--- src/design/att_pkg.sv ---
// Shared types and constants of the alarm timer table.
package att_pkg;

    localparam logic [1:0] ACT_TICK     = 2'd0;
    localparam logic [1:0] ACT_REGISTER = 2'd1;
    localparam logic [1:0] ACT_CANCEL   = 2'd2;
    localparam logic [1:0] ACT_UNUSED   = 2'd3;

    localparam logic [2:0] KIND_FIRED      = 3'd0;
    localparam logic [2:0] KIND_NONE       = 3'd1;
    localparam logic [2:0] KIND_REGISTERED = 3'd2;
    localparam logic [2:0] KIND_FULL       = 3'd3;
    localparam logic [2:0] KIND_CANCELLED  = 3'd4;

    localparam int         MAX_OUT  = 16;
    localparam int         FW       = $clog2(MAX_OUT + 1);
    localparam logic [4:0] CNT_MAX  = 5'd31;

    typedef enum logic [1:0] {
        S_IDLE,
        S_SCAN,
        S_FINISH
    } t_state;

    typedef struct packed {
        logic load;
        logic run;
        logic finish;
    } t_cmd;

    typedef struct packed {
        logic done;
    } t_status;

endpackage

--- src/design/att_ctrl.sv ---
// Sequencing state machine of the alarm timer table.
module att_ctrl (
    input  logic           i_clk,
    input  logic           i_rst_n,
    input  logic           start,
    input  logic [1:0]     i_action,
    input  att_pkg::t_status i_status,
    output att_pkg::t_cmd  o_cmd,
    output logic           busy
);
    import att_pkg::*;

    t_state r_state;
    t_state n_state;
    logic   w_go;

    assign w_go = start && (i_action != ACT_UNUSED);

    always_ff @(posedge i_clk) begin
        if (!i_rst_n) begin
            r_state <= S_IDLE;
        end else begin
            r_state <= n_state;
        end
    end

    always_comb begin
        n_state = r_state;
        case (r_state)
            S_IDLE: begin
                if (w_go) begin
                    n_state = S_SCAN;
                end
            end
            S_SCAN: begin
                if (i_status.done) begin
                    n_state = S_FINISH;
                end
            end
            S_FINISH: begin
                n_state = S_IDLE;
            end
            default: begin
                n_state = S_IDLE;
            end
        endcase
    end

    always_comb begin
        o_cmd = '0;
        busy  = 1'b1;
        case (r_state)
            S_IDLE: begin
                busy       = 1'b0;
                o_cmd.load = w_go;
            end
            S_SCAN: begin
                o_cmd.run = 1'b1;
            end
            S_FINISH: begin
                o_cmd.finish = 1'b1;
            end
            default: begin
                busy = 1'b1;
            end
        endcase
    end

endmodule

--- src/design/att_dp.sv ---
// Slot storage, scan pipeline and result register of the alarm timer table.
module att_dp #(
    parameter int SLOTS = 16
) (
    input  logic             i_clk,
    input  logic             i_rst_n,
    input  att_pkg::t_cmd    i_cmd,
    output att_pkg::t_status o_status,
    input  logic [1:0]       i_action,
    input  logic [31:0]      i_now_time,
    input  logic [15:0]      i_task_id,
    input  logic [23:0]      i_delay,
    input  logic             i_repeat_req,
    output logic             o_strobe,
    output logic [2:0]       o_kind,
    output logic [15:0]      o_fired_id,
    output logic [3:0]       o_slot,
    output logic [4:0]       o_cancel_count,
    output logic             o_last
);
    import att_pkg::*;

    localparam int IW = (SLOTS > 1) ? $clog2(SLOTS) : 1;
    localparam int CW = $clog2(SLOTS + 1);
    localparam logic [IW-1:0] LAST_IDX = IW'(SLOTS - 1);
    localparam logic [CW-1:0] SLOT_CNT = CW'(SLOTS);
    localparam logic [FW-1:0] FIRE_LIM = FW'(MAX_OUT - 1);

    logic [15:0] mem_id  [SLOTS];
    logic [31:0] mem_dl  [SLOTS];
    logic [23:0] mem_per [SLOTS];
    logic        mem_rel [SLOTS];
    logic        r_valid [SLOTS];

    logic [1:0]    r_act;
    logic [31:0]   r_now;
    logic [15:0]   r_id;
    logic [23:0]   r_delay;
    logic          r_rep;

    logic [CW-1:0] r_rd_cnt;
    logic [IW-1:0] w_rd_idx;
    logic          w_rd_go;
    logic          r_ev_vld;
    logic [IW-1:0] r_ev_idx;
    logic [15:0]   r_q_id;
    logic [31:0]   r_q_dl;
    logic [23:0]   r_q_per;
    logic          r_q_rel;

    logic          r_pend;
    logic [15:0]   r_pend_id;
    logic [IW-1:0] r_pend_slot;
    logic [FW-1:0] r_nfire;
    logic [4:0]    r_cnt;

    logic          w_eval;
    logic          w_live;
    logic          w_fire;
    logic          w_take;
    logic          w_hit;
    logic [23:0]   w_addend;
    logic [32:0]   w_sum;
    logic [31:0]   w_sat;

    assign w_rd_idx = r_rd_cnt[IW-1:0];
    assign w_rd_go  = i_cmd.run && (r_rd_cnt < SLOT_CNT);
    assign w_eval   = i_cmd.run && r_ev_vld;
    assign w_live   = r_valid[r_ev_idx];
    assign w_fire   = w_eval && (r_act == ACT_TICK) && w_live && (r_q_dl <= r_now);
    assign w_take   = w_eval && (r_act == ACT_REGISTER) && !w_live;
    assign w_hit    = w_eval && (r_act == ACT_CANCEL) && w_live && (r_q_id == r_id);

    assign w_addend = (r_act == ACT_REGISTER) ? r_delay : r_q_per;
    assign w_sum    = {1'b0, r_now} + {9'd0, w_addend};
    assign w_sat    = w_sum[32] ? 32'hFFFF_FFFF : w_sum[31:0];

    assign o_status.done = r_ev_vld && ((r_ev_idx == LAST_IDX) || w_take ||
                           (w_fire && (r_nfire == FIRE_LIM)));

    always_ff @(posedge i_clk) begin
        if (w_take) begin
            mem_id[r_ev_idx]  <= r_id;
            mem_per[r_ev_idx] <= r_delay;
            mem_rel[r_ev_idx] <= r_rep;
        end
        if (w_take || (w_fire && r_q_rel)) begin
            mem_dl[r_ev_idx] <= w_sat;
        end
        if (w_rd_go) begin
            r_q_id  <= mem_id[w_rd_idx];
            r_q_dl  <= mem_dl[w_rd_idx];
            r_q_per <= mem_per[w_rd_idx];
            r_q_rel <= mem_rel[w_rd_idx];
        end
    end

    always_ff @(posedge i_clk) begin
        if (!i_rst_n) begin
            for (int i = 0; i < SLOTS; i++) begin
                r_valid[i] <= 1'b0;
            end
        end else if (w_take) begin
            r_valid[r_ev_idx] <= 1'b1;
        end else if (w_hit || (w_fire && !r_q_rel)) begin
            r_valid[r_ev_idx] <= 1'b0;
        end
    end

    always_ff @(posedge i_clk) begin
        if (i_cmd.load) begin
            r_act   <= i_action;
            r_now   <= i_now_time;
            r_id    <= i_task_id;
            r_delay <= i_delay;
            r_rep   <= i_repeat_req;
        end
        if (w_rd_go) begin
            r_ev_idx <= w_rd_idx;
        end
        if (w_fire) begin
            r_pend_id   <= r_q_id;
            r_pend_slot <= r_ev_idx;
        end else if (w_take) begin
            r_pend_id   <= r_id;
            r_pend_slot <= r_ev_idx;
        end
    end

    always_ff @(posedge i_clk) begin
        if (!i_rst_n) begin
            r_rd_cnt <= '0;
            r_ev_vld <= 1'b0;
            r_pend   <= 1'b0;
            r_nfire  <= '0;
            r_cnt    <= '0;
        end else if (i_cmd.load) begin
            r_rd_cnt <= '0;
            r_ev_vld <= 1'b0;
            r_pend   <= 1'b0;
            r_nfire  <= '0;
            r_cnt    <= '0;
        end else begin
            r_ev_vld <= w_rd_go;
            if (w_rd_go) begin
                r_rd_cnt <= r_rd_cnt + CW'(1);
            end
            if (w_fire || w_take) begin
                r_pend <= 1'b1;
            end
            if (w_fire) begin
                r_nfire <= r_nfire + FW'(1);
            end
            if (w_hit && (r_cnt != CNT_MAX)) begin
                r_cnt <= r_cnt + 5'd1;
            end
        end
    end

    always_ff @(posedge i_clk) begin
        if (!i_rst_n) begin
            o_strobe <= 1'b0;
        end else begin
            o_strobe <= (w_fire && r_pend) || i_cmd.finish;
        end
    end

    always_ff @(posedge i_clk) begin
        o_kind         <= KIND_FIRED;
        o_fired_id     <= r_pend_id;
        o_slot         <= 4'(r_pend_slot);
        o_cancel_count <= 5'd0;
        o_last         <= i_cmd.finish;
        if (i_cmd.finish) begin
            case (r_act)
                ACT_TICK: begin
                    if (!r_pend) begin
                        o_kind     <= KIND_NONE;
                        o_fired_id <= 16'd0;
                        o_slot     <= 4'd0;
                    end
                end
                ACT_REGISTER: begin
                    if (r_pend) begin
                        o_kind <= KIND_REGISTERED;
                    end else begin
                        o_kind     <= KIND_FULL;
                        o_fired_id <= 16'd0;
                        o_slot     <= 4'd0;
                    end
                end
                default: begin
                    o_kind         <= KIND_CANCELLED;
                    o_fired_id     <= 16'd0;
                    o_slot         <= 4'd0;
                    o_cancel_count <= r_cnt;
                end
            endcase
        end
    end

endmodule

--- src/design/alarm_timer_table_top.sv ---
// Top level of the alarm timer table: a table of one-shot and periodic alarm slots.
//
// A transaction is accepted on a rising edge with start high and busy low. The action selects
// a tick (fire every due slot), a register (store an alarm in the lowest free slot) or a
// cancel (free every slot holding the id). Action code 3 is dropped without a result.
// Results leave on o_strobe, one per cycle, and are taken at the end of that cycle; the
// receiver cannot hold them off. The final result of a transaction carries o_last.
// A tick gives one result per fired slot, at most 16, or a single none-due result.
// Register and cancel give exactly one result.
// Every transaction sweeps the slots once through a two-port slot memory with a
// registered read, one slot per cycle: a load step in idle, then the scan and a finish step,
// after which the final result leaves through the registered outputs. A register ends its
// sweep at the first free slot and a tick at its 16th firing.
// busy is high from the cycle after acceptance until the final result is issued, and the
// next transaction may be accepted in the cycle that shows the final result.
// Reset empties the table at once through per-slot valid flags and returns to idle.
module alarm_timer_table_top #(
    parameter int SLOTS = 16
) (
    input  logic        i_clk,
    input  logic        i_rst_n,
    input  logic        start,
    output logic        busy,
    input  logic [1:0]  i_action,
    input  logic [31:0] i_now_time,
    input  logic [15:0] i_task_id,
    input  logic [23:0] i_delay,
    input  logic        i_repeat_req,
    output logic        o_strobe,
    output logic [2:0]  o_kind,
    output logic [15:0] o_fired_id,
    output logic [3:0]  o_slot,
    output logic [4:0]  o_cancel_count,
    output logic        o_last
);
    import att_pkg::*;

    t_cmd    w_cmd;
    t_status w_status;

    att_ctrl u_ctrl (
        .i_clk    (i_clk),
        .i_rst_n  (i_rst_n),
        .start    (start),
        .i_action (i_action),
        .i_status (w_status),
        .o_cmd    (w_cmd),
        .busy     (busy)
    );

    att_dp #(
        .SLOTS (SLOTS)
    ) u_dp (
        .i_clk          (i_clk),
        .i_rst_n        (i_rst_n),
        .i_cmd          (w_cmd),
        .o_status       (w_status),
        .i_action       (i_action),
        .i_now_time     (i_now_time),
        .i_task_id      (i_task_id),
        .i_delay        (i_delay),
        .i_repeat_req   (i_repeat_req),
        .o_strobe       (o_strobe),
        .o_kind         (o_kind),
        .o_fired_id     (o_fired_id),
        .o_slot         (o_slot),
        .o_cancel_count (o_cancel_count),
        .o_last         (o_last)
    );

    a_strobe_in_txn: assert property (@(posedge i_clk) disable iff (!i_rst_n)
        o_strobe |-> $past(busy))
        else $error("Result issued outside a transaction.");

    a_quiet_after_last: assert property (@(posedge i_clk) disable iff (!i_rst_n)
        (o_strobe && o_last) |=> !o_strobe)
        else $error("Result issued right after the final result.");

    a_single_is_last: assert property (@(posedge i_clk) disable iff (!i_rst_n)
        (o_strobe && (o_kind != KIND_FIRED)) |-> o_last)
        else $error("Single-result transaction not marked last.");

    a_accept_busy: assert property (@(posedge i_clk) disable iff (!i_rst_n)
        (start && !busy && (i_action != ACT_UNUSED)) |=> busy)
        else $error("Accepted transaction did not raise busy.");

endmodule

--- config.mk ---
export PLATFORM = sky130hd
export DESIGN_NAME = alarm_timer_table_top
export DESIGN_NICKNAME = d
export VERILOG_FILES = /design/src/design/att_pkg.sv /design/src/design/att_ctrl.sv /design/src/design/att_dp.sv /design/src/design/alarm_timer_table_top.sv
export SDC_FILE = /design/constraint.sdc
export NUM_CORES = 1
export LEC_CHECK = 0
export CORE_UTILIZATION = 58
export CTS_BUF_LIST = sky130_fd_sc_hd__clkbuf_8
export CTS_CLUSTER_DIAMETER = 50
export CTS_CLUSTER_SIZE = 30
export DETAILED_ROUTE_END_ITERATION = 8
export DONT_BUFFER_PORTS = 1
export PLACE_DENSITY = 0.79
export RECOVER_POWER = 50
export REMOVE_ABC_BUFFERS = 1
export SETUP_SLACK_MARGIN = 0.5
export SLEW_MARGIN = 20
export SYNTH_ARGS = -nofsm -noshare
export SYNTH_HDL_FRONTEND = slang
export SYNTH_SLANG_ARGS = --single-unit
--- constraint.sdc ---
create_clock -name i_clk -period 6.1 [get_ports i_clk]
set_input_delay 0.305 -clock i_clk [delete_from_list [all_inputs] [get_ports i_clk]]
set_output_delay 0.305 -clock i_clk [all_outputs]
set_load 0.005 [all_outputs]
# Word-level counts from Yosys, hierarchy flattened
# Memory sizes are Yosys's and may differ from the RTL's. A register that Yosys moved wholly into a read port is not among the register bits.
# Index checks and enable logic that the tools add are counted.
# op_classes
add_sub_neg,4
mul,0
n_div,0
n_lt_le_gt_ge,2
n_eq_ne,11
n_shift,0
mux,38
n_bitwise,3
n_reduce_logical,33
# ops
cell,count
2-to-1 mux 16 bit,5
adder 32 x 24 -> 33 bit,1
<= comparator 32 bit,1
2-to-1 mux 32 bit,1
2-to-1 mux 4 bit,7
2-to-1 mux 24 bit,1
2-to-1 mux 1 bit,20
logical AND 1 bit,17
equality test 16 bit,1
adder 5 x 1 -> 5 bit (second input constant),3
logical OR 1 bit,6
one-hot mux 3 bit (2 select lines),1
equality test 5 x 4 -> 1 bit (second input constant),1
< comparator 5 bit (second input constant),1
inequality test 5 bit (second input constant),1
equality test 2 x 1 -> 1 bit (second input constant),2
equality test 2 bit (second input constant),2
equality test 4 bit (second input constant),1
zero test 2 bit,2
2-to-1 mux 2 bit,2
inequality test 2 x 1 -> 1 bit (second input constant),2
one-hot mux 2 bit (2 select lines),1
OR reduction 2 bit,2
OR reduction 3 bit,1
7 further kinds,9
# totals
register_bits,148
latchBits,0
ram_bits,1184
romBits,0
inputBits,78
output_inout_bits,31
elab_cells,116
memories,5
# memory_table
name,depth,width,read_ports,rd_clocked_by_memory_dff,write_ports,line,rtl
u_dp.mem_dl,16,32,1,1,1,att_dp.sv:30,logic [31:0] mem_dl [SLOTS];
u_dp.mem_per,16,24,1,1,1,att_dp.sv:31,logic [23:0] mem_per [SLOTS];
u_dp.mem_id,16,16,1,1,1,att_dp.sv:29,logic [15:0] mem_id [SLOTS];
u_dp.mem_rel,16,1,1,1,1,att_dp.sv:32,logic mem_rel [SLOTS];
u_dp.r_valid,16,1,1,1,16,att_dp.sv:33,logic r_valid [SLOTS];

# Logic depth before layout (Yosys ltp)
# logic_depth
word_depth,15
ltp_mapped,14
ltp_nobuf,12

# By module
# A second synthesis with hierarchy kept.
# hier_totals
hier_cells,2479
area_unflattened_um2,54608.6
# modules_own_cells
mod,instances,cells_per_inst,area_each_um2,seq_area_each_um2
att_dp,1,2467,54504.8,41579.9
att_ctrl,1,12,103.8,40.0

# Worst setup path after synthesis
# Ideal clock, no wire load.
# synth_timing
path_kind,register -> register
start,register (tool-made name)
end,memory u_dp.mem_id[11][0] (enable)
setup_ps,441
arrival_ps,3926
required_time_ps,5659
slack_ps,1733
stages_incl_launch_ff,7
path_buffers,2
period_less_slack_ps,4367
cell_sequence,dfxtp_1 -> mux4_2 -> mux4_2 -> or3_1 -> clkbuf_1 -> buf_2 -> nor2_1
# synth_rtl
element,line
to (decl),att_dp.sv:29

# Worst setup path after layout
# layout_timing
start,register u_dp.r_rd_cnt[3]
end,"register u_dp.r_q_per[5], read port of u_dp.mem_per (data pin)"
# layout_via
elab_chain_len,2
# layout_lines
element,line,rtl
from (decl),att_dp.sv:41,logic [CW-1:0] r_rd_cnt;
from (signal assigned),att_dp.sv:146,r_rd_cnt <= r_rd_cnt + CW'(1);
< comparator 5 bit,att_dp.sv:67,assign w_rd_go = i_cmd.run && (r_rd_cnt < SLOT_CNT);
logical AND 1 bit,att_dp.sv:67,
to (decl),att_dp.sv:48,logic [23:0] r_q_per;
# Parallel ways exist; a longest one is shown, timed or not.
# A chain may end at the register's enable or synchronous reset.

==> results <==
- The worst path meets setup with 0.378 ns of slack.
- The static leakage power is 0.0184 µW.
- The placer's final routability congestion estimate is 0.928.
- The maximum net fanout on the critical path is 46.
- The area of the core is 0.0922 mm².
- Summed over all failing endpoints, the final setup total negative slack is 0 ns.
- The number of instances resized during post-cts repair is 0.
- In the synthesized netlist the async set-or-reset flop fraction comes to 0.
- The number of max-capacitance violations reported is 25.
- The startpoint identified for the worst register-to-register timing path is u_dp.r_rd_cnt[3].
- The cell sitting at the root of the clock tree is a sky130_fd_sc_hd__clkbuf_8.
- The worst IR drop on VDD is 299 µV.
- The portion of the clock cycle consumed by the worst path in the final layout is 0.938.
- No sink is reached through more buffers than the 3 on the longest clock path.
- For the worst-skew pair, the clock arrives at the later sink with an insertion delay of 0.83 ns.
- The number of different library cells used by synthesis comes to 49.
- In this run the tightest slew margin relative to its limit is -1.35.
- The run finished, with violations left.
- Traced cell by cell, the critical path runs through clkbuf_1 -> mux4_2.
- The count of buffering cells on the critical path with inverters included is 1.
- The internal power of the cells is 13,600 µW.
- In the synthesized netlist the dominant register cell turns out to be sky130_fd_sc_hd__edfxtp_1.
- The sink count of the clock tree is 1,409.
- The checks that failed: capacitance limit, slew limit.
- The area of the mapped netlist is 0.0543 mm².
- After clock tree synthesis, the clock-pin slew on the worst setup and hold paths is 0.10 ns.
- The maximum number of pins on one net before global-route repair is 122.
- The floorplan step set the die width to 308 µm.
- In the final layout, the share of cells above drive strength 1 is 0.257.
- Of the total power, the share spent switching nets is 0.232.
- The nature of the critical path startpoint is a register.
- The maximum clock rate is 175 MHz.
- Setup repair after global routing left no endpoint under its margin.
- Timing analysis after detailed placement gives a worst setup slack of 0.917 ns.
- The post-CTS setup buffer count is 0.
- The initial core utilization is 0.589.
- The routed design has 119,000 µm of wire.
- The mean area per synthesized cell is 22.1 µm².
- The final worst clock skew is 0.0740 ns.
- The synthesis-stage register bit count is 1,409.
- The wire-length estimate of the detail-placed layout is 66,600 µm.
- The kind of end point of the critical path is a register.
- The power density of the placed cells is 298 mW/mm².
- The count of input and output buffers is 0.
- The number of flops mapped to enable cells by yosys is 1,340.
- The number of optimization iterations in the first detailed-route pass is 5.
- Data on the critical path is required at its endpoint by 6.73 ns.
- Among all stages on the critical path, the largest delay is contributed by sky130_fd_sc_hd__dfxtp_1.
- The number of levels in the clock H-tree is 3.
- The max-slew violation total from the final report is 696.
- At the pin with the least slew margin, the transition time is 3.52 ns.
- Summed over all nets, the switching power comes to 4120 µW.
- Dividing the detail-routed via count by the number of cells gives 6.48.
- For this run, the total global-route usage over all layers was measured as 0.255.
- The final total power is 17,700 µW.
- The total grt overflow is 0.
- The number of global-route vias before repair was 26,400.
- The minimum period implied by the final worst setup slack is 5.72 ns.
- The number of rows in the core area is 111.
- The number of top-level design ports is 109.
- The routed layout has 25,600 vias.
- The count of synthesis-stage warnings from yosys is 0.
- The number of buffers created by CTS is 111.
- After detailed routing, the average wire length per cell comes to 30.1 µm.
- The share of synthesized area in the top cell type comes to 0.741.
- The longest individual stage delay on the worst path is 2.73 ns.
- The detailed router finished its first iteration with 3,492 violations.
- Ranked by total cell area, the synthesized netlist is headed by sky130_fd_sc_hd__edfxtp_1, sky130_fd_sc_hd__mux4_2, sky130_fd_sc_hd__dfxtp_1.
- The floorplan step defined a die boundary enclosing 0.0949 mm².
- The number of hold violations in the final report is 0.
- Final hold analysis gives a worst-case slack of 0.109 ns.
- The post-cts hold buffer count is 77.
- Setup violations remaining at the end of the flow were counted as 0.
- The share of total power in combinational logic is 0.056.
- In the routed design, unresolved DRC markers number 0.
- The most common cell in the synthesized netlist is sky130_fd_sc_hd__edfxtp_1.
- Relative to the synthesized area, the layout overhead comes to 9.59%.
- The first-pass GRT wire length is 173,000 µm.
- For this run, the share of the core covered by cells in the final layout is 0.645.
- The synthesized netlist cell count is 2,459.
- In this run the remaining antenna-violating nets after routing total 0.
- In the synthesized netlist, the cells that appear most often are sky130_fd_sc_hd__edfxtp_1, sky130_fd_sc_hd__mux4_2, sky130_fd_sc_hd__dfxtp_1.
- The hold path startpoint is i_delay[23].
- The tightest min-delay check is of the in -> reg type.
- The start point of the critical path is u_dp.r_rd_cnt[3].
- The initial antenna violation count is 8.
- The share of the Yosys chip area taken by registers is 0.766.
- For the worst setup path, the data arrival time is 6.35 ns.
- The relative contribution of the clock network to total power is 0.323.
- The kind of critical path is reg -> reg.
- The TritonCTS clock tree is built.
- Measured along the y axis, the die boundary spans 308 µm.
- The share of total power dissipated in sequential elements is 0.621.
- The largest area contributor in the synthesized netlist is sky130_fd_sc_hd__edfxtp_1.
- The final layout contains 2,745 nets.
- The largest delay contributor family on the critical path is flip-flops.
## cells by family (layout without fill, tap and decap cells)
| kind of cell | count (synthesis) | in the layout | share of synthesized area |
|---|---|---|---|
| AOI/OAI and AO/OA | 140 | 140 | 0.0171 |
| xor gates and xnor gates | 43 | 43 | 0.00693 |
| adders and majority gates | 62 | 62 | 0.0144 |
| buffers and inverters | 150 | 393 | 0.0105 |
| DFF | 1409 | 1409 | 0.766 |
| muxes | 422 | 422 | 0.164 |
| other | 0 | 4 | 0 |
| and+or+nand+nor | 233 | 233 | 0.0208 |
## layout make-up
type	count	area, µm²
Sequential cell	1409	41600
Timing Repair Buffer	136	1240
Tap cell	1243	1560
Clock buffer	116	1600
Inverter	47	178
Antenna cell	4	10.0
Fill cell	5824	32700
Clock inverter	94	1040
Multi-Input combinational cell	900	12300
## registers in the layout, summed over array words and instances, names as in the netlist, 5 cells and up, named ones only
| signal | cells |
|---|---|
| u_dp.mem_dl | 512 |
| u_dp.mem_per | 384 |
| u_dp.mem_id | 256 |
| u_dp.r_now | 32 |
| u_dp.r_q_dl | 32 |
| u_dp.r_delay | 24 |
| u_dp.r_q_per | 24 |
| u_dp.mem_rel | 16 |
| u_dp.o_fired_id | 16 |
| u_dp.r_id | 16 |
| u_dp.r_pend_id | 16 |
| u_dp.r_q_id | 16 |
| u_dp.r_valid | 16 |
| u_dp.o_cancel_count | 5 |
| u_dp.r_cnt | 5 |
| u_dp.r_nfire | 5 |
| u_dp.r_rd_cnt | 5 |
## routing by layer
metal / global-route usage / wire [µm] / vias up
met1: 0.350 / 44900 / 13500
met5: 0 / 11 / -
met3: 0.0388 / 10200 / 203
met2: 0.427 / 60300 / 1404
li1: - / - / 10500
met4: 0.0768 / 3450 / 2
## cell usage in the layout, fill, tap and decap left out, drive strengths merged, types with 6 or more instances in the layout
cell type,Yosys,layout
a21o,14,14
a21oi,35,35
a31oi,6,6
and2,22,22
and3,15,15
buf,37,44
bufinv,0,9
clkbuf,66,131
clkinv,0,39
clkinvlp,0,9
dfxtp,69,69
dlygate4sd3,0,77
edfxtp,1340,1340
ha,61,61
inv,47,84
mux2,46,46
mux2i,6,6
mux4,370,370
nand2,61,61
nand2b,8,8
nand3,14,14
nand4,14,14
nor2,63,63
nor2b,10,10
nor3,8,8
o21a,35,35
o21ai,22,22
xnor2,16,16
xor2,27,27
## power groups by stage
stage	Sequential (µW)	Clock, µW	Combinational [µW]
5_1_grt	11000	6130	1070
4_1_cts	11000	5810	987
2_1_floorplan	11200	0	792
3_3_place_gp	11200	0	879
6_report	11000	5730	995
3_5_place_dp	11200	0	940
## metrics by stage
stage	cell area, µm²	cells
global placement	56300	3657
global route	59500	3948
CTS	59700	3945
floorplan	53900	2356
finish	59500	3949
detailed placement	56300	3658
## worst paths after layout
kind / end / cells after the start / slack [ns]
setup / recovery: u_dp.r_q_per[5] / 2 / 0.38
hold / removal: u_dp.r_delay[23] / 1 / 0.11
hold reg to reg: u_dp.o_fired_id[1] / 1 / 0.46
setup reg to reg: u_dp.r_q_per[5] / 2 / 0.38
## worst reg2reg max path, delay by kind of cell (launching register included)
family	cells	cell delay (ns)
flip-flops	1	2.73
buffers and inverters	1	2.13
multiplexers	1	0.70
Power figures use the tool's default switching activity.
